<file path="config.mk">
export PLATFORM = sky130hd
export DESIGN_NAME = char_lcd_bus_sequencer_core_flat
export DESIGN_NICKNAME = d
export VERILOG_FILES = /design/src/hdl/clbs_pkg.sv /design/src/hdl/clbs_if.sv /design/src/hdl/char_lcd_bus_sequencer_core.sv /design/src/hdl/clbs_ctrl.sv /design/src/hdl/clbs_dp.sv /design/src/flat_wrapper.sv
export SDC_FILE = /design/constraint.sdc
export NUM_CORES = 1
export LEC_CHECK = 0
export ABC_AREA = 1
export ABC_CLOCK_PERIOD_IN_PS = 3600
export CORE_AREA = 4 4 240 242
export CTS_CLUSTER_SIZE = 16
export DETAILED_ROUTE_END_ITERATION = 10
export DIE_AREA = 0 0 244 246
export DONT_BUFFER_PORTS = 1
export GPL_ROUTABILITY_DRIVEN = 0
export PLACE_DENSITY = 0.8
export SETUP_SLACK_MARGIN = 0.05
export SLEW_MARGIN = 25
export SYNTH_ARGS = -nofsm -noshare
export SYNTH_HDL_FRONTEND = slang
export SYNTH_HIERARCHICAL = 1
export SYNTH_SLANG_ARGS = --single-unit
</file>
<file path="constraint.sdc">
create_clock -name i_clk -period 3.6 [get_ports i_clk]
set_input_delay 0 -clock i_clk [delete_from_list [all_inputs] [get_ports i_clk]]
set_output_delay 0 -clock i_clk [all_outputs]
set_load 0.02 [all_outputs]
</file>
<file path="src/hdl/clbs_pkg.sv">
// ---------------------------------------------------------------------------
// clbs_pkg
// Shared types, codes and constants of the character LCD bus sequencer.
// ---------------------------------------------------------------------------
package clbs_pkg;

    localparam int COLUMNS_DEF = 16;
    localparam int LINES_DEF   = 4;

    localparam int OP_W   = 3;
    localparam int BYTE_W = 8;
    localparam int LINE_W = 3;
    localparam int COL_W  = 5;
    localparam int NIB_W  = 4;
    localparam int WAIT_W = 18;
    localparam int ADDR_W = 7;
    localparam int BLR_W  = 16;
    localparam int BKL_W  = 24;
    localparam int CIDX_W = 3;
    localparam int CDAT_W = 24;

    localparam logic [7:0] SPACE_CHAR = 8'h20;
    localparam logic [7:0] DDRAM_CMD  = 8'h80;

    typedef enum logic [OP_W-1:0] {
        OP_TICK    = 3'd0,
        OP_INIT    = 3'd1,
        OP_CMD     = 3'd2,
        OP_DATA    = 3'd3,
        OP_BUF_WR  = 3'd4,
        OP_CLR     = 3'd5,
        OP_REFRESH = 3'd6,
        OP_BKL     = 3'd7
    } t_opcode;

    typedef enum logic [CIDX_W-1:0] {
        REG_LINE1 = 3'd0,
        REG_LINE2 = 3'd1,
        REG_LINE3 = 3'd2,
        REG_LINE4 = 3'd3,
        REG_BLINK = 3'd4,
        REG_BKL   = 3'd5,
        REG_GREEN = 3'd6
    } t_reg_idx;

    typedef enum logic [2:0] {
        S_IDLE,
        S_INIT,
        S_BYTE_HI,
        S_BYTE_LO,
        S_READ,
        S_CLEAR,
        S_NOTE
    } t_state;

    // init sequence step, strobe, nibble, wait
    localparam int INIT_STEPS = 17;
    localparam int INIT_W     = 5;

    function automatic logic [NIB_W+WAIT_W:0] init_rom(input logic [INIT_W-1:0] k);
        logic [NIB_W+WAIT_W:0] v;
        unique case (k)
            5'd0:    v = {1'b0, 4'h0, 18'd250000};
            5'd1:    v = {1'b1, 4'h3, 18'd5000};
            5'd2:    v = {1'b1, 4'h3, 18'd1000};
            5'd3:    v = {1'b1, 4'h3, 18'd1000};
            5'd4:    v = {1'b1, 4'h2, 18'd1000};
            5'd5:    v = {1'b1, 4'h2, 18'd0};
            5'd6:    v = {1'b1, 4'hC, 18'd50};
            5'd7:    v = {1'b1, 4'h0, 18'd0};
            5'd8:    v = {1'b1, 4'h8, 18'd50};
            5'd9:    v = {1'b1, 4'h0, 18'd0};
            5'd10:   v = {1'b1, 4'h1, 18'd5050};
            5'd11:   v = {1'b1, 4'h0, 18'd0};
            5'd12:   v = {1'b1, 4'h6, 18'd50};
            5'd13:   v = {1'b1, 4'h0, 18'd0};
            5'd14:   v = {1'b1, 4'hC, 18'd50};
            5'd15:   v = {1'b1, 4'h0, 18'd0};
            5'd16:   v = {1'b1, 4'h2, 18'd5050};
            default: v = '0;
        endcase
        return v;
    endfunction

    // controller -> datapath
    typedef struct packed {
        logic load;       // capture the input item and run timers
        logic emit;       // present a result
        logic strobe;
        logic rs;
        logic use_init;   // nibble/wait from init rom
        logic use_lo;     // low nibble of byte register
        logic byte_cmd;   // load byte reg from refresh command
        logic byte_mem;   // load byte reg from store read data
        logic mem_rd;
        logic mem_wr;
        logic mem_clr;
        logic cnt_clr;
        logic cnt_inc;
        logic last;
    } t_ctl;

    // datapath -> controller
    typedef struct packed {
        logic out_busy;
        logic cnt_end;
        logic init_end;
        logic line_ok;
        logic col_ok;
    } t_sts;

endpackage

</file>
<file path="src/hdl/clbs_if.sv">
// ---------------------------------------------------------------------------
// clbs_if
// Valid/ready channels: input items, results and register writes.
// ---------------------------------------------------------------------------
interface clbs_in_if;
    logic                             valid;
    logic                             ready;
    logic [clbs_pkg::OP_W-1:0]        opcode;
    logic [clbs_pkg::BYTE_W-1:0]      byte_value;
    logic [clbs_pkg::LINE_W-1:0]      line_number;
    logic [clbs_pkg::COL_W-1:0]       column_number;
    modport source (output valid, opcode, byte_value, line_number, column_number,
                    input ready);
    modport sink (input valid, opcode, byte_value, line_number, column_number,
                  output ready);
endinterface

interface clbs_out_if;
    logic                             valid;
    logic                             ready;
    logic                             is_strobe;
    logic                             reg_select;
    logic [clbs_pkg::NIB_W-1:0]       bus_nibble;
    logic [clbs_pkg::WAIT_W-1:0]      wait_us;
    logic                             blink_phase;
    logic                             backlight_on;
    logic                             last_of_run;
    modport source (output valid, is_strobe, reg_select, bus_nibble, wait_us,
                    blink_phase, backlight_on, last_of_run, input ready);
    modport sink (input valid, is_strobe, reg_select, bus_nibble, wait_us,
                  blink_phase, backlight_on, last_of_run, output ready);
endinterface

interface clbs_cfg_if;
    logic                             valid;
    logic                             ready;
    logic [clbs_pkg::CIDX_W-1:0]      index;
    logic [clbs_pkg::CDAT_W-1:0]      data;
    modport source (output valid, index, data, input ready);
    modport sink (input valid, index, data, output ready);
endinterface

</file>
<file path="src/hdl/char_lcd_bus_sequencer_core.sv">
// ---------------------------------------------------------------------------
// char_lcd_bus_sequencer_core
// Character LCD sequencer for a 4-bit bus with line buffer and timers.
// ---------------------------------------------------------------------------
//  channel   dir  handshake          payload
//  in        in   valid/ready        opcode, byte, line, column
//  out       out  valid/ready        strobe, rs, nibble, wait, status, last
//  cfg       in   valid/ready        register index, data
//
// a new item is taken only once the last one is through; a refresh reads
// each character from the store before its two nibbles; a buffer write is
// done at load, a line clear writes spaces across a valid line.
// reset leaves the store reading as spaces through per-entry valid bits.
// a stalled result holds any state that presents one; cfg is always ready.
module char_lcd_bus_sequencer_core #(
    parameter int COLUMNS = clbs_pkg::COLUMNS_DEF,
    parameter int LINES   = clbs_pkg::LINES_DEF
) (
    input  logic        i_clk,
    input  logic        i_rst_n,
    clbs_in_if.sink     in_ch,
    clbs_out_if.source  out_ch,
    clbs_cfg_if.sink    cfg_ch
);
    clbs_pkg::t_ctl w_ctl;
    clbs_pkg::t_sts w_sts;

    assign cfg_ch.ready = 1'b1;

    clbs_ctrl u_ctrl (
        .i_clk      (i_clk),
        .i_rst_n    (i_rst_n),
        .i_in_valid (in_ch.valid),
        .i_opcode   (in_ch.opcode),
        .o_in_ready (in_ch.ready),
        .i_sts      (w_sts),
        .o_ctl      (w_ctl)
    );

    clbs_dp #(.COLUMNS(COLUMNS), .LINES(LINES)) u_dp (
        .i_clk           (i_clk),
        .i_rst_n         (i_rst_n),
        .i_ctl           (w_ctl),
        .o_sts           (w_sts),
        .i_opcode        (in_ch.opcode),
        .i_byte_value    (in_ch.byte_value),
        .i_line_number   (in_ch.line_number),
        .i_column_number (in_ch.column_number),
        .i_cfg_valid     (cfg_ch.valid),
        .i_cfg_index     (cfg_ch.index),
        .i_cfg_data      (cfg_ch.data),
        .o_out_valid     (out_ch.valid),
        .i_out_ready     (out_ch.ready),
        .o_is_strobe     (out_ch.is_strobe),
        .o_reg_select    (out_ch.reg_select),
        .o_bus_nibble    (out_ch.bus_nibble),
        .o_wait_us       (out_ch.wait_us),
        .o_blink_phase   (out_ch.blink_phase),
        .o_backlight_on  (out_ch.backlight_on),
        .o_last_of_run   (out_ch.last_of_run)
    );
endmodule

</file>
<file path="src/hdl/clbs_ctrl.sv">
// ---------------------------------------------------------------------------
// clbs_ctrl
// Sequencer state machine: steps through strobes of one input item.
// ---------------------------------------------------------------------------
module clbs_ctrl (
    input  logic                          i_clk,
    input  logic                          i_rst_n,
    input  logic                          i_in_valid,
    input  logic [clbs_pkg::OP_W-1:0]     i_opcode,
    output logic                          o_in_ready,
    input  clbs_pkg::t_sts                i_sts,
    output clbs_pkg::t_ctl                o_ctl
);
    clbs_pkg::t_state r_state, n_state;
    logic             r_rs, n_rs;
    logic             r_refresh, n_refresh;
    logic             r_ref_op, n_ref_op;
    clbs_pkg::t_opcode w_op;

    assign w_op = clbs_pkg::t_opcode'(i_opcode);

    always_ff @(posedge i_clk) begin
        if (!i_rst_n) begin
            r_state   <= clbs_pkg::S_IDLE;
            r_rs      <= 1'b0;
            r_refresh <= 1'b0;
            r_ref_op  <= 1'b0;
        end else begin
            r_state   <= n_state;
            r_rs      <= n_rs;
            r_refresh <= n_refresh;
            r_ref_op  <= n_ref_op;
        end
    end

    always_comb begin
        n_state    = r_state;
        n_rs       = r_rs;
        n_refresh  = r_refresh;
        n_ref_op   = r_ref_op;
        o_ctl      = '0;
        o_in_ready = 1'b0;
        unique case (r_state)
            clbs_pkg::S_IDLE: begin
                o_in_ready = !i_sts.out_busy;
                if (i_in_valid && !i_sts.out_busy) begin
                    o_ctl.load    = 1'b1;
                    o_ctl.cnt_clr = 1'b1;
                    n_refresh     = 1'b0;
                    n_ref_op      = (w_op == clbs_pkg::OP_REFRESH);
                    unique case (w_op)
                        clbs_pkg::OP_INIT: n_state = clbs_pkg::S_INIT;
                        clbs_pkg::OP_CMD: begin
                            n_rs = 1'b0;
                            n_state = clbs_pkg::S_BYTE_HI;
                        end
                        clbs_pkg::OP_DATA: begin
                            n_rs = 1'b1;
                            n_state = clbs_pkg::S_BYTE_HI;
                        end
                        clbs_pkg::OP_CLR: n_state = clbs_pkg::S_CLEAR;
                        clbs_pkg::OP_REFRESH: n_state = clbs_pkg::S_NOTE;
                        default: n_state = clbs_pkg::S_NOTE;
                    endcase
                end
            end
            clbs_pkg::S_NOTE: begin
                // refresh of a valid line goes out as command then bytes
                if (r_ref_op && r_refresh == 1'b0 && i_sts.line_ok && i_sts.init_end) begin
                    o_ctl.byte_cmd = 1'b1;
                    n_rs      = 1'b0;
                    n_refresh = 1'b1;
                    n_state   = clbs_pkg::S_BYTE_HI;
                end else if (!i_sts.out_busy) begin
                    o_ctl.emit = 1'b1;
                    o_ctl.last = 1'b1;
                    n_state    = clbs_pkg::S_IDLE;
                end
            end
            clbs_pkg::S_INIT: begin
                if (!i_sts.out_busy) begin
                    o_ctl.emit     = 1'b1;
                    o_ctl.use_init = 1'b1;
                    o_ctl.cnt_inc  = 1'b1;
                    if (i_sts.cnt_end) begin
                        o_ctl.last = 1'b1;
                        n_state    = clbs_pkg::S_IDLE;
                    end
                end
            end
            clbs_pkg::S_BYTE_HI: begin
                if (!i_sts.out_busy) begin
                    o_ctl.emit   = 1'b1;
                    o_ctl.strobe = 1'b1;
                    o_ctl.rs     = r_rs;
                    n_state      = clbs_pkg::S_BYTE_LO;
                end
            end
            clbs_pkg::S_BYTE_LO: begin
                if (!i_sts.out_busy) begin
                    o_ctl.emit   = 1'b1;
                    o_ctl.strobe = 1'b1;
                    o_ctl.rs     = r_rs;
                    o_ctl.use_lo = 1'b1;
                    if (r_refresh && !i_sts.cnt_end) begin
                        o_ctl.mem_rd = 1'b1;
                        n_state      = clbs_pkg::S_READ;
                    end else begin
                        o_ctl.last = 1'b1;
                        n_state    = clbs_pkg::S_IDLE;
                    end
                end
            end
            clbs_pkg::S_READ: begin
                // store read data is valid now
                o_ctl.byte_mem = 1'b1;
                o_ctl.cnt_inc  = 1'b1;
                n_rs           = 1'b1;
                n_state        = clbs_pkg::S_BYTE_HI;
            end
            clbs_pkg::S_CLEAR: begin
                if (i_sts.line_ok && !i_sts.cnt_end) begin
                    o_ctl.mem_clr = 1'b1;
                    o_ctl.cnt_inc = 1'b1;
                end else begin
                    n_state = clbs_pkg::S_NOTE;
                end
            end
            default: n_state = clbs_pkg::S_IDLE;
        endcase
        // buffer write happens at load
        if (r_state == clbs_pkg::S_IDLE && i_in_valid && !i_sts.out_busy
            && w_op == clbs_pkg::OP_BUF_WR)
            o_ctl.mem_wr = 1'b1;
    end
endmodule

</file>
<file path="src/hdl/clbs_dp.sv">
// ---------------------------------------------------------------------------
// clbs_dp
// Datapath: character store, timers, registers and the result register.
// ---------------------------------------------------------------------------
module clbs_dp #(
    parameter int COLUMNS = clbs_pkg::COLUMNS_DEF,
    parameter int LINES   = clbs_pkg::LINES_DEF
) (
    input  logic                          i_clk,
    input  logic                          i_rst_n,
    input  clbs_pkg::t_ctl                i_ctl,
    output clbs_pkg::t_sts                o_sts,
    input  logic [clbs_pkg::OP_W-1:0]     i_opcode,
    input  logic [clbs_pkg::BYTE_W-1:0]   i_byte_value,
    input  logic [clbs_pkg::LINE_W-1:0]   i_line_number,
    input  logic [clbs_pkg::COL_W-1:0]    i_column_number,
    input  logic                          i_cfg_valid,
    input  logic [clbs_pkg::CIDX_W-1:0]   i_cfg_index,
    input  logic [clbs_pkg::CDAT_W-1:0]   i_cfg_data,
    output logic                          o_out_valid,
    input  logic                          i_out_ready,
    output logic                          o_is_strobe,
    output logic                          o_reg_select,
    output logic [clbs_pkg::NIB_W-1:0]    o_bus_nibble,
    output logic [clbs_pkg::WAIT_W-1:0]   o_wait_us,
    output logic                          o_blink_phase,
    output logic                          o_backlight_on,
    output logic                          o_last_of_run
);
    localparam int DEPTH = LINES * COLUMNS;
    localparam int MA_W  = $clog2(DEPTH);
    localparam int CN_W  = $clog2(COLUMNS + 1) > clbs_pkg::INIT_W ?
                           $clog2(COLUMNS + 1) : clbs_pkg::INIT_W;
    localparam int LI_W  = (LINES > 1) ? $clog2(LINES) : 1;

    logic [7:0]                         r_mem [DEPTH];
    logic [DEPTH-1:0]                   r_vld;
    logic [7:0]                         r_rdata;
    logic                               r_rvld;

    logic [clbs_pkg::ADDR_W-1:0]        r_laddr [4];
    logic [clbs_pkg::BLR_W-1:0]         r_blink_reload;
    logic [clbs_pkg::BKL_W-1:0]         r_bkl_reload;
    logic                               r_green;

    logic [clbs_pkg::BLR_W-1:0]         r_blink_cnt, n_blink_cnt;
    logic                               r_blink;
    logic [clbs_pkg::BKL_W-1:0]         r_bkl_cnt;
    logic                               r_bkl;

    logic [clbs_pkg::OP_W-1:0]          r_op;
    logic [7:0]                         r_byte;
    logic [clbs_pkg::LINE_W-1:0]        r_line;
    logic                               r_line_ok;
    logic [CN_W-1:0]                    r_cnt;
    logic [MA_W-1:0]                    r_base;

    logic                               r_ov;
    logic                               r_strobe, r_rs, r_last;
    logic [3:0]                         r_nib;
    logic [clbs_pkg::WAIT_W-1:0]        r_wait;

    logic                               w_line_ok, w_col_ok;
    logic [LI_W-1:0]                    w_lidx;
    logic [MA_W-1:0]                    w_wr_addr, w_rd_addr;
    logic [clbs_pkg::NIB_W+clbs_pkg::WAIT_W:0] w_init;

    assign w_line_ok = (i_line_number >= clbs_pkg::LINE_W'(1))
                    && (i_line_number <= clbs_pkg::LINE_W'(LINES));
    assign w_col_ok  = (i_column_number < clbs_pkg::COL_W'(COLUMNS));
    assign w_lidx    = LI_W'(i_line_number - clbs_pkg::LINE_W'(1));
    assign w_wr_addr = MA_W'(w_lidx * COLUMNS) + MA_W'(i_column_number);
    assign w_rd_addr = r_base + MA_W'(r_cnt);
    assign w_init    = clbs_pkg::init_rom(clbs_pkg::INIT_W'(r_cnt));

    always_ff @(posedge i_clk) begin
        if (i_ctl.load) r_line_ok <= w_line_ok;
    end

    assign o_sts.out_busy = r_ov && !i_out_ready;
    assign o_sts.line_ok  = r_line_ok;
    assign o_sts.init_end = 1'b1;
    assign o_sts.col_ok   = w_col_ok;
    assign o_sts.cnt_end  = (r_op == clbs_pkg::OP_INIT)
                          ? (r_cnt == CN_W'(clbs_pkg::INIT_STEPS - 1))
                          : (r_cnt == CN_W'(COLUMNS));

    // store: write port (buffer write or line clear), registered read
    always_ff @(posedge i_clk) begin
        if (i_ctl.mem_wr && w_line_ok && w_col_ok)
            r_mem[w_wr_addr] <= i_byte_value;
        else if (i_ctl.mem_clr)
            r_mem[w_rd_addr] <= clbs_pkg::SPACE_CHAR;
        if (i_ctl.mem_rd) begin
            r_rdata <= r_mem[w_rd_addr];
            r_rvld  <= r_vld[w_rd_addr];
        end
    end

    always_ff @(posedge i_clk) begin
        if (!i_rst_n) r_vld <= '0;
        else if (i_ctl.mem_wr && w_line_ok && w_col_ok) r_vld[w_wr_addr] <= 1'b1;
        else if (i_ctl.mem_clr) r_vld[w_rd_addr] <= 1'b1;
    end

    always_ff @(posedge i_clk) begin
        if (!i_rst_n) begin
            r_laddr[0]     <= 7'd0;
            r_laddr[1]     <= 7'd64;
            r_laddr[2]     <= 7'd20;
            r_laddr[3]     <= 7'd84;
            r_blink_reload <= 16'd500;
            r_bkl_reload   <= 24'd30000;
            r_green        <= 1'b1;
        end else if (i_cfg_valid) begin
            unique case (clbs_pkg::t_reg_idx'(i_cfg_index))
                clbs_pkg::REG_LINE1: r_laddr[0] <= i_cfg_data[6:0];
                clbs_pkg::REG_LINE2: r_laddr[1] <= i_cfg_data[6:0];
                clbs_pkg::REG_LINE3: r_laddr[2] <= i_cfg_data[6:0];
                clbs_pkg::REG_LINE4: r_laddr[3] <= i_cfg_data[6:0];
                clbs_pkg::REG_BLINK: r_blink_reload <= i_cfg_data[15:0];
                clbs_pkg::REG_BKL:   r_bkl_reload <= i_cfg_data;
                clbs_pkg::REG_GREEN: r_green <= i_cfg_data[0];
                default: ;
            endcase
        end
    end

    // timers
    assign n_blink_cnt = r_blink_cnt - 16'd1;
    always_ff @(posedge i_clk) begin
        if (!i_rst_n) begin
            r_blink_cnt <= 16'd500;
            r_blink     <= 1'b0;
            r_bkl_cnt   <= '0;
            r_bkl       <= 1'b0;
        end else if (i_ctl.load) begin
            if (i_opcode == clbs_pkg::OP_TICK) begin
                if (n_blink_cnt == '0) begin
                    r_blink_cnt <= r_blink_reload;
                    r_blink     <= !r_blink;
                end else begin
                    r_blink_cnt <= n_blink_cnt;
                end
                if (r_green && r_bkl_cnt != '0) begin
                    r_bkl_cnt <= r_bkl_cnt - 24'd1;
                    if (r_bkl_cnt == 24'd1) r_bkl <= 1'b0;
                end
            end else if (i_opcode == clbs_pkg::OP_BKL) begin
                r_bkl_cnt <= r_bkl_reload;
                r_bkl     <= 1'b1;
            end
        end
    end

    // item registers
    always_ff @(posedge i_clk) begin
        if (i_ctl.load) begin
            r_op   <= i_opcode;
            r_byte <= i_byte_value;
            r_line <= i_line_number;
            r_base <= MA_W'(w_lidx * COLUMNS);
        end else if (i_ctl.byte_cmd) begin
            r_byte <= clbs_pkg::DDRAM_CMD | {1'b0, r_laddr[2'(r_line - 3'd1)]};
        end else if (i_ctl.byte_mem) begin
            r_byte <= r_rvld ? r_rdata : clbs_pkg::SPACE_CHAR;
        end
        if (i_ctl.cnt_clr)      r_cnt <= '0;
        else if (i_ctl.cnt_inc) r_cnt <= r_cnt + CN_W'(1);
    end

    // result register
    always_ff @(posedge i_clk) begin
        if (!i_rst_n) r_ov <= 1'b0;
        else if (i_ctl.emit) r_ov <= 1'b1;
        else if (i_out_ready) r_ov <= 1'b0;
    end

    always_ff @(posedge i_clk) begin
        if (i_ctl.emit) begin
            r_last <= i_ctl.last;
            if (i_ctl.use_init) begin
                r_strobe <= w_init[clbs_pkg::NIB_W+clbs_pkg::WAIT_W];
                r_rs     <= 1'b0;
                r_nib    <= w_init[clbs_pkg::NIB_W+clbs_pkg::WAIT_W-1:clbs_pkg::WAIT_W];
                r_wait   <= w_init[clbs_pkg::WAIT_W-1:0];
            end else begin
                r_strobe <= i_ctl.strobe;
                r_rs     <= i_ctl.rs;
                r_nib    <= !i_ctl.strobe ? 4'h0 :
                            (i_ctl.use_lo ? r_byte[3:0] : r_byte[7:4]);
                r_wait   <= i_ctl.use_lo ? clbs_pkg::WAIT_W'(50) : '0;
            end
        end
    end

    assign o_out_valid    = r_ov;
    assign o_is_strobe    = r_strobe;
    assign o_reg_select   = r_rs;
    assign o_bus_nibble   = r_nib;
    assign o_wait_us      = r_wait;
    assign o_blink_phase  = r_blink;
    assign o_backlight_on = r_bkl;
    assign o_last_of_run  = r_last;
endmodule
</file>
<file path="src/flat_wrapper.sv">
// flat-port wrapper written by rule: the top's interface ports become plain ports
module char_lcd_bus_sequencer_core_flat 
#(
    parameter int COLUMNS = clbs_pkg::COLUMNS_DEF,
    parameter int LINES   = clbs_pkg::LINES_DEF
)
  (i_clk, i_rst_n, in_ch_valid, in_ch_opcode, in_ch_byte_value, in_ch_line_number, in_ch_column_number, in_ch_ready, out_ch_valid, out_ch_is_strobe, out_ch_reg_select, out_ch_bus_nibble, out_ch_wait_us, out_ch_blink_phase, out_ch_backlight_on, out_ch_last_of_run, out_ch_ready, cfg_ch_valid, cfg_ch_index, cfg_ch_data, cfg_ch_ready);
  clbs_in_if in_ch_i ();
  clbs_out_if out_ch_i ();
  clbs_cfg_if cfg_ch_i ();
  input  logic i_clk;
  input  logic i_rst_n;
  input wire logic [$bits(in_ch_i.valid)-1:0] in_ch_valid;
  input wire logic [$bits(in_ch_i.opcode)-1:0] in_ch_opcode;
  input wire logic [$bits(in_ch_i.byte_value)-1:0] in_ch_byte_value;
  input wire logic [$bits(in_ch_i.line_number)-1:0] in_ch_line_number;
  input wire logic [$bits(in_ch_i.column_number)-1:0] in_ch_column_number;
  output wire logic [$bits(in_ch_i.ready)-1:0] in_ch_ready;
  output wire logic [$bits(out_ch_i.valid)-1:0] out_ch_valid;
  output wire logic [$bits(out_ch_i.is_strobe)-1:0] out_ch_is_strobe;
  output wire logic [$bits(out_ch_i.reg_select)-1:0] out_ch_reg_select;
  output wire logic [$bits(out_ch_i.bus_nibble)-1:0] out_ch_bus_nibble;
  output wire logic [$bits(out_ch_i.wait_us)-1:0] out_ch_wait_us;
  output wire logic [$bits(out_ch_i.blink_phase)-1:0] out_ch_blink_phase;
  output wire logic [$bits(out_ch_i.backlight_on)-1:0] out_ch_backlight_on;
  output wire logic [$bits(out_ch_i.last_of_run)-1:0] out_ch_last_of_run;
  input wire logic [$bits(out_ch_i.ready)-1:0] out_ch_ready;
  input wire logic [$bits(cfg_ch_i.valid)-1:0] cfg_ch_valid;
  input wire logic [$bits(cfg_ch_i.index)-1:0] cfg_ch_index;
  input wire logic [$bits(cfg_ch_i.data)-1:0] cfg_ch_data;
  output wire logic [$bits(cfg_ch_i.ready)-1:0] cfg_ch_ready;
  assign in_ch_i.valid = in_ch_valid;
  assign in_ch_i.opcode = in_ch_opcode;
  assign in_ch_i.byte_value = in_ch_byte_value;
  assign in_ch_i.line_number = in_ch_line_number;
  assign in_ch_i.column_number = in_ch_column_number;
  assign in_ch_ready = in_ch_i.ready;
  assign out_ch_valid = out_ch_i.valid;
  assign out_ch_is_strobe = out_ch_i.is_strobe;
  assign out_ch_reg_select = out_ch_i.reg_select;
  assign out_ch_bus_nibble = out_ch_i.bus_nibble;
  assign out_ch_wait_us = out_ch_i.wait_us;
  assign out_ch_blink_phase = out_ch_i.blink_phase;
  assign out_ch_backlight_on = out_ch_i.backlight_on;
  assign out_ch_last_of_run = out_ch_i.last_of_run;
  assign out_ch_i.ready = out_ch_ready;
  assign cfg_ch_i.valid = cfg_ch_valid;
  assign cfg_ch_i.index = cfg_ch_index;
  assign cfg_ch_i.data = cfg_ch_data;
  assign cfg_ch_ready = cfg_ch_i.ready;
  char_lcd_bus_sequencer_core #(.COLUMNS(COLUMNS), .LINES(LINES)) u_core (.i_clk(i_clk), .i_rst_n(i_rst_n), .in_ch(in_ch_i), .out_ch(out_ch_i), .cfg_ch(cfg_ch_i));
endmodule
</file>
==> impl_metrics.ini, run 1 <==
[timing]
timing.setup.tns_ps = 0
finalCriticalPeriod_ps = 3310
fmax_mhz = 302
slew_viol_final = 0
hold_viol_final = 0
rsz0062_at_grt = false
final-setup-viol-count = 0
maxSlewHeadroom_pct = 34.8
postLayoutSetupSlackWorst_ps = 289
skew_ps = 38.0
fin_crit_sh_pct = 92.0
tightestPinTransition_ps = 974

[min_path]
holdCritPathClass = in -> reg

[synthesis]
ys_warn_count = 6
avgSynthCellArea_um2 = 10.4
netlist_area_mm2 = 0.0314
synth_cells = 3027

[placed_design]
io_buffers = 0
place_ws_ps = 293
placed_area_mm2 = 0.0324
dp_hpwl_um = 52100

[power_and_ir_drop]
leakage_nw = 13.4
powerDensity_mw_per_mm2 = 587
pwr-share-clk_pct = 36.2
sw_frac_of_total_pct = 28.1
internal_power_mw = 15.1
seqPwrFrac_pct = 47.5
pwr-share-comb_pct = 16.4
peakVddDrop_mv = 0.380
p_sw_mw = 5.89

[final_layout]
mostFrequentLayoutCells = 832 x nand2_1, 577 x edfxtp_1, 263 x nor2_1
fin_util_pct = 64.8
mostFrequentLayoutCell = nand2_1
antenna_cells = 0
drive_gt1_share_pct = 7.97
fin_area_mm2 = 0.0357
finalNetCount = 3191
area_growth_pct = 13.7

[grt]
gr-usage-all-layers_pct = 28.5
grt_first_pass_wirelength_um = 133000
grt_pass1_vias = 23300
antenna_found_initial = 0
grt_max_degree = 70
overflow = 0

[routing]
wl_per_cell_um = 22.1
dr.pass1.iters = 7
via_per_inst = 6.13
drtIter0Drc = 3405
drt-total-wl_um = 87100
post-route-drc-count = 0
antenna_left = 0
num_vias = 24100

[clock_network]
clk-insertion-delay-late_ps = 630
clock_sinks = 749
cts_buffer_depth = 3
clk_pin_slew_ps = 60
cts_root_buf = clkbuf_16
cts_buffers = 73
htree_num_levels = 3
cts_tree = done

[worst_setup_path]
worst-path-buf-inv = 4
critPathLaunchType = flop
path_max_fanout = 64
path_delay_family = buffers and inverters
criticalPathCategory = reg -> reg
worstPathArrival_ps = 3620
critPathMostFrequentCell = nand2_1
crit_chain = inv_2 -> ha_1 -> nand2_1 -> nor3_2 -> nor2_1 -> nand2_1 -> inv_1 -> nand2_1 -> inv_1 -> nor2_4 -> buf_4
crit_path_top_delay_cell = buf_4
critPathMaxStageDelay_ps = 560
required_ps = 3910
crit_path_end_kind = flop

[status]
status = complete, no violations

[die]
ioPinCount = 81
die_w_um = 244
dieHeight_um = 246
rows = 86
core_mm2 = 0.0551
dieArea_mm2 = 0.0600
initial_core_util_pct = 57.0

[run]
drv_cap = 0
-- power groups by stage --
stage               Clock [mW]  Sequential (mW)  Combinational (mW)
global placement             0             10.1                3.01
detailed placement           0             10.1                3.10
CTS                       7.62             9.94                3.28
finish                    7.59             9.95                3.43
global route              8.02             9.97                3.72
floorplan                    0             10.0                2.21
-- metrics by stage --
step                instances  total power [mW]  hold slack, ps
finish                   3935              21.0            64.8
floorplan                3031              12.2            98.9
detailed placement       3711              13.2            99.2
CTS                      3934              20.8            10.1
global placement         3711              13.1            97.0
global route             3935              21.7            69.5
-- layout make-up --
cell class | count | area (um^2)
flip-flops and latches | 749 | 20800
fillers | 3861 | 19400
multi-input cells | 1870 | 9060
clock buffers | 109 | 2130
repair buffers | 154 | 1510
inverters | 279 | 1050
well taps | 748 | 936
clock inverters | 26 | 253
-- worst min-delay path: stages --
cell	delay, ps
dlygate4sd3_1	520
nor2_1	40
nor2_1	80
-- registers in the layout, indices dropped and copies added (netlist names), 2 cells and up --
| register | cells |
|---|---|
| u_core/u_dp/r_base | 2 |
| u_core/u_dp/r_laddr | 28 |
| u_core/u_dp/r_vld | 64 |
| u_core/u_dp/r_rdata | 8 |
| u_core/u_dp/r_cnt | 5 |
| u_core/u_dp/r_mem | 512 |
| u_core/u_dp/w_init | 13 |
| u_core/u_dp/r_bkl_cnt | 24 |
| u_core/u_ctrl/r_state | 3 |
| u_core/u_dp/r_blink_reload | 16 |
| u_core/u_dp/r_bkl_reload | 24 |
| u_core/u_dp/r_blink_cnt | 16 |
| u_core/u_dp/r_byte | 8 |
| u_core/u_dp/r_line | 2 |
| u_core/u_dp/o_bus_nibble | 4 |
| u_core/u_dp/o_wait_us | 8 |
-- per-layer routing --
metal  part of all wire [%]  wire length [um]  up-vias  track usage, %
met5                      0                 0        -               0
met3                     12             10700      403            6.50
met4                    5.9              5160        0            14.6
met2                     46             40200     1785            45.6
li1                       -                 -    10600               -
met1                     36             31000    11400            36.8
-- final timing paths --
check	startpoint	end	depth (start not counted)	slack, ps
worst max-delay path	u_core/u_dp/r_cnt[1]$_SDFFE_PP0P_	u_core/u_dp/r_mem[59][2]$_DFFE_PP_	11	290
worst max register to register	u_core/u_dp/r_cnt[1]$_SDFFE_PP0P_	u_core/u_dp/r_mem[59][2]$_DFFE_PP_	11	290
worst min register to register	u_core/u_dp/r_bkl_reload[22]$_SDFFE_PN0P_	u_core/u_dp/r_bkl_reload[22]$_SDFFE_PN0P_	2	450
worst min-delay path	cfg_ch_data[18]	u_core/u_dp/r_bkl_reload[18]$_SDFFE_PN0P_	3	60
-- timing repair --
item | 4_1_cts | 5_1_grt
gates resized for setup | 0 | 6
endpoints found under the hold margin | 251 | 7
hold buffers | 88 | 1
endpoints found under the setup margin | 0 | 330
buffers inserted | 0 | 0
Note: power is estimated with default switching activity, not from simulation.
==> inputs of run 2 (changes only) <==
--- a/config.mk
+++ b/config.mk
@@ -7,13 +7,12 @@
 export LEC_CHECK = 0
 export ABC_AREA = 1
 export ABC_CLOCK_PERIOD_IN_PS = 3600
-export CORE_AREA = 4 4 240 242
+export BUFFER_PORTS_ARGS = -buffer_cell sky130_fd_sc_hd__buf_2
+export CORE_AREA = 4 4 270 272
 export CTS_CLUSTER_SIZE = 16
 export DETAILED_ROUTE_END_ITERATION = 10
-export DIE_AREA = 0 0 244 246
-export DONT_BUFFER_PORTS = 1
+export DIE_AREA = 0 0 274 276
 export GPL_ROUTABILITY_DRIVEN = 0
-export PLACE_DENSITY = 0.8
 export SETUP_SLACK_MARGIN = 0.05
 export SLEW_MARGIN = 25
 export SYNTH_ARGS = -nofsm -noshare
==> impl_metrics.ini, run 2 (synthesis gave the netlist of run 1 again) <==
[worst_setup_path]
critPathLaunchType = flop
required_ps = 3980
worstPathArrival_ps = 3730
path_max_fanout = 44
crit_path_end_kind = flop
criticalPathCategory = reg -> reg

[final_layout]
antenna_cells = 0
drive_gt1_share_pct = 10.8
top_regs = u_core/u_dp/r_mem x512, u_core/u_dp/r_vld x64, u_core/u_dp/r_laddr x28
regMostFlops = u_core/u_dp/r_mem
mostFrequentLayoutCells = 831 x nand2_1, 577 x edfxtp_1, 266 x nor2_1
instances_no_fill = 4202
largest_reg_flops = 512
fin_area_mm2 = 0.0364
fillers = 6238
area_growth_pct = 16.0
finalNetCount = 3251
mostFrequentLayoutCell = nand2_1

[status]
status = complete, no violations

[timing]
final-setup-viol-count = 0
maxSlewHeadroom_pct = 38.9
hold_viol_final = 0
finalCriticalPeriod_ps = 3350
tightestPinTransition_ps = 916
whs_ps = 69.5
fin_crit_sh_pct = 93.0
fmax_mhz = 299
slew_viol_final = 0
skew_ps = 31.6
postLayoutSetupSlackWorst_ps = 252
rsz0062_at_grt = false

[power_and_ir_drop]
leakage_nw = 13.8
peakVddDrop_mv = 0.437
powerDensity_mw_per_mm2 = 595

[routing]
wl_per_cell_um = 21.1
antenna_left = 0
via_per_inst = 5.52
num_vias = 23200
dr.pass1.iters = 6
drt-total-wl_um = 88800
post-route-drc-count = 0
drtIter0Drc = 2689

[clock_network]
cts_buffer_depth = 3
cts_tree = done
cts_root_buf = clkbuf_16
clk-insertion-delay-late_ps = 630
htree_num_levels = 3
clock_sinks = 749
cts_buffers = 79
clk_pin_slew_ps = 60

[placed_design]
dp_hpwl_um = 55900
placed_area_mm2 = 0.0331
dp.cells = 3993
place_ws_ps = 282
io_buffers = 74

[grt]
grt_pass1_vias = 22400
grt_max_degree = 70
gr-usage-all-layers_pct = 23.1
overflow = 0
antenna_found_initial = 2
grt_first_pass_wirelength_um = 135000

[die]
die_w_um = 274
rows = 98
dieArea_mm2 = 0.0756
core_mm2 = 0.0708
ioPinCount = 81
initial_core_util_pct = 44.4
dieHeight_um = 276

[run]
drv_cap = 0

[min_path]
holdCritPathClass = in -> reg
-- run 2: worst paths after layout --
kind | start | end | slack [ps] | cells past startpoint
min reg2reg | u_core/u_dp/r_bkl_reload[7]$_SDFFE_PN0P_ | u_core/u_dp/r_bkl_reload[7]$_SDFFE_PN0P_ | 460 | 2
max | u_core/u_dp/r_cnt[2]$_SDFFE_PP0P_ | u_core/u_dp/r_rdata[4]$_DFFE_PP_ | 250 | 11
max reg2reg | u_core/u_dp/r_cnt[2]$_SDFFE_PP0P_ | u_core/u_dp/r_rdata[4]$_DFFE_PP_ | 250 | 11
min | in_ch_column_number[3] | u_core/u_dp/r_vld[10]$_SDFFE_PN0P_ | 70 | 5
-- run 2: layout make-up --
type | instances | area, um^2 | area share [%]
clock buffer | 110 | 2230 | 6.11
multi-input combinational | 1871 | 9060 | 24.9
clock inverter | 36 | 464 | 1.27
tap | 950 | 1190 | 3.26
sequential | 749 | 20800 | 57.0
timing repair buffer | 207 | 1680 | 4.61
inverter | 279 | 1050 | 2.89
-- run 2: what timing repair did --
action / 4_1_cts / 5_1_grt
hold buffers: 60 / 0
setup buffers: 0 / 2
gates resized for setup: 0 / 4
endpoints found under the hold margin: 136 / 0
setup endpoints to repair: 0 / 112
-- run 2: power by group --
group	switching (mW)	total [mW]	internal, mW
clock	3.33	8.32	4.99
combinational	2.43	3.48	1.06
sequential	0.186	9.86	9.68
-- run 2: worst max-delay path, stage by stage, from the launching register on --
cell and delay [ps]:
dfxtp_1 580, inv_2 150, nand3_1 430, inv_2 290, buf_12 270, buf_12 210, nand2_1 60, nand4_1 110
o21ai_0 450, nand2_1 270, nor2_1 160, nand2_1 70
-- run 2: stage by stage --
stage / util (%) / setup TNS (ps) / power [mW]
6_report: 51.5 / 0 / 21.7
5_1_grt: 51.5 / 0 / 22.5
4_1_cts: 51.5 / 0 / 21.8
3_5_place_dp: 46.8 / 0 / 13.4
3_3_place_gp: 46.8 / 0 / 13.4
2_1_floorplan: - / -44880 / 12.2
-- run 2: metal layers --
layer | vias to the layer above | share of wire, % | GRT usage (%)
met5 | - | 0 | 0
met4 | 0 | 3.7 | 8.86
met3 | 187 | 8.0 | 3.39
met2 | 974 | 46 | 36.6
met1 | 11300 | 42 | 32.3
li1 | 10700 | - | -
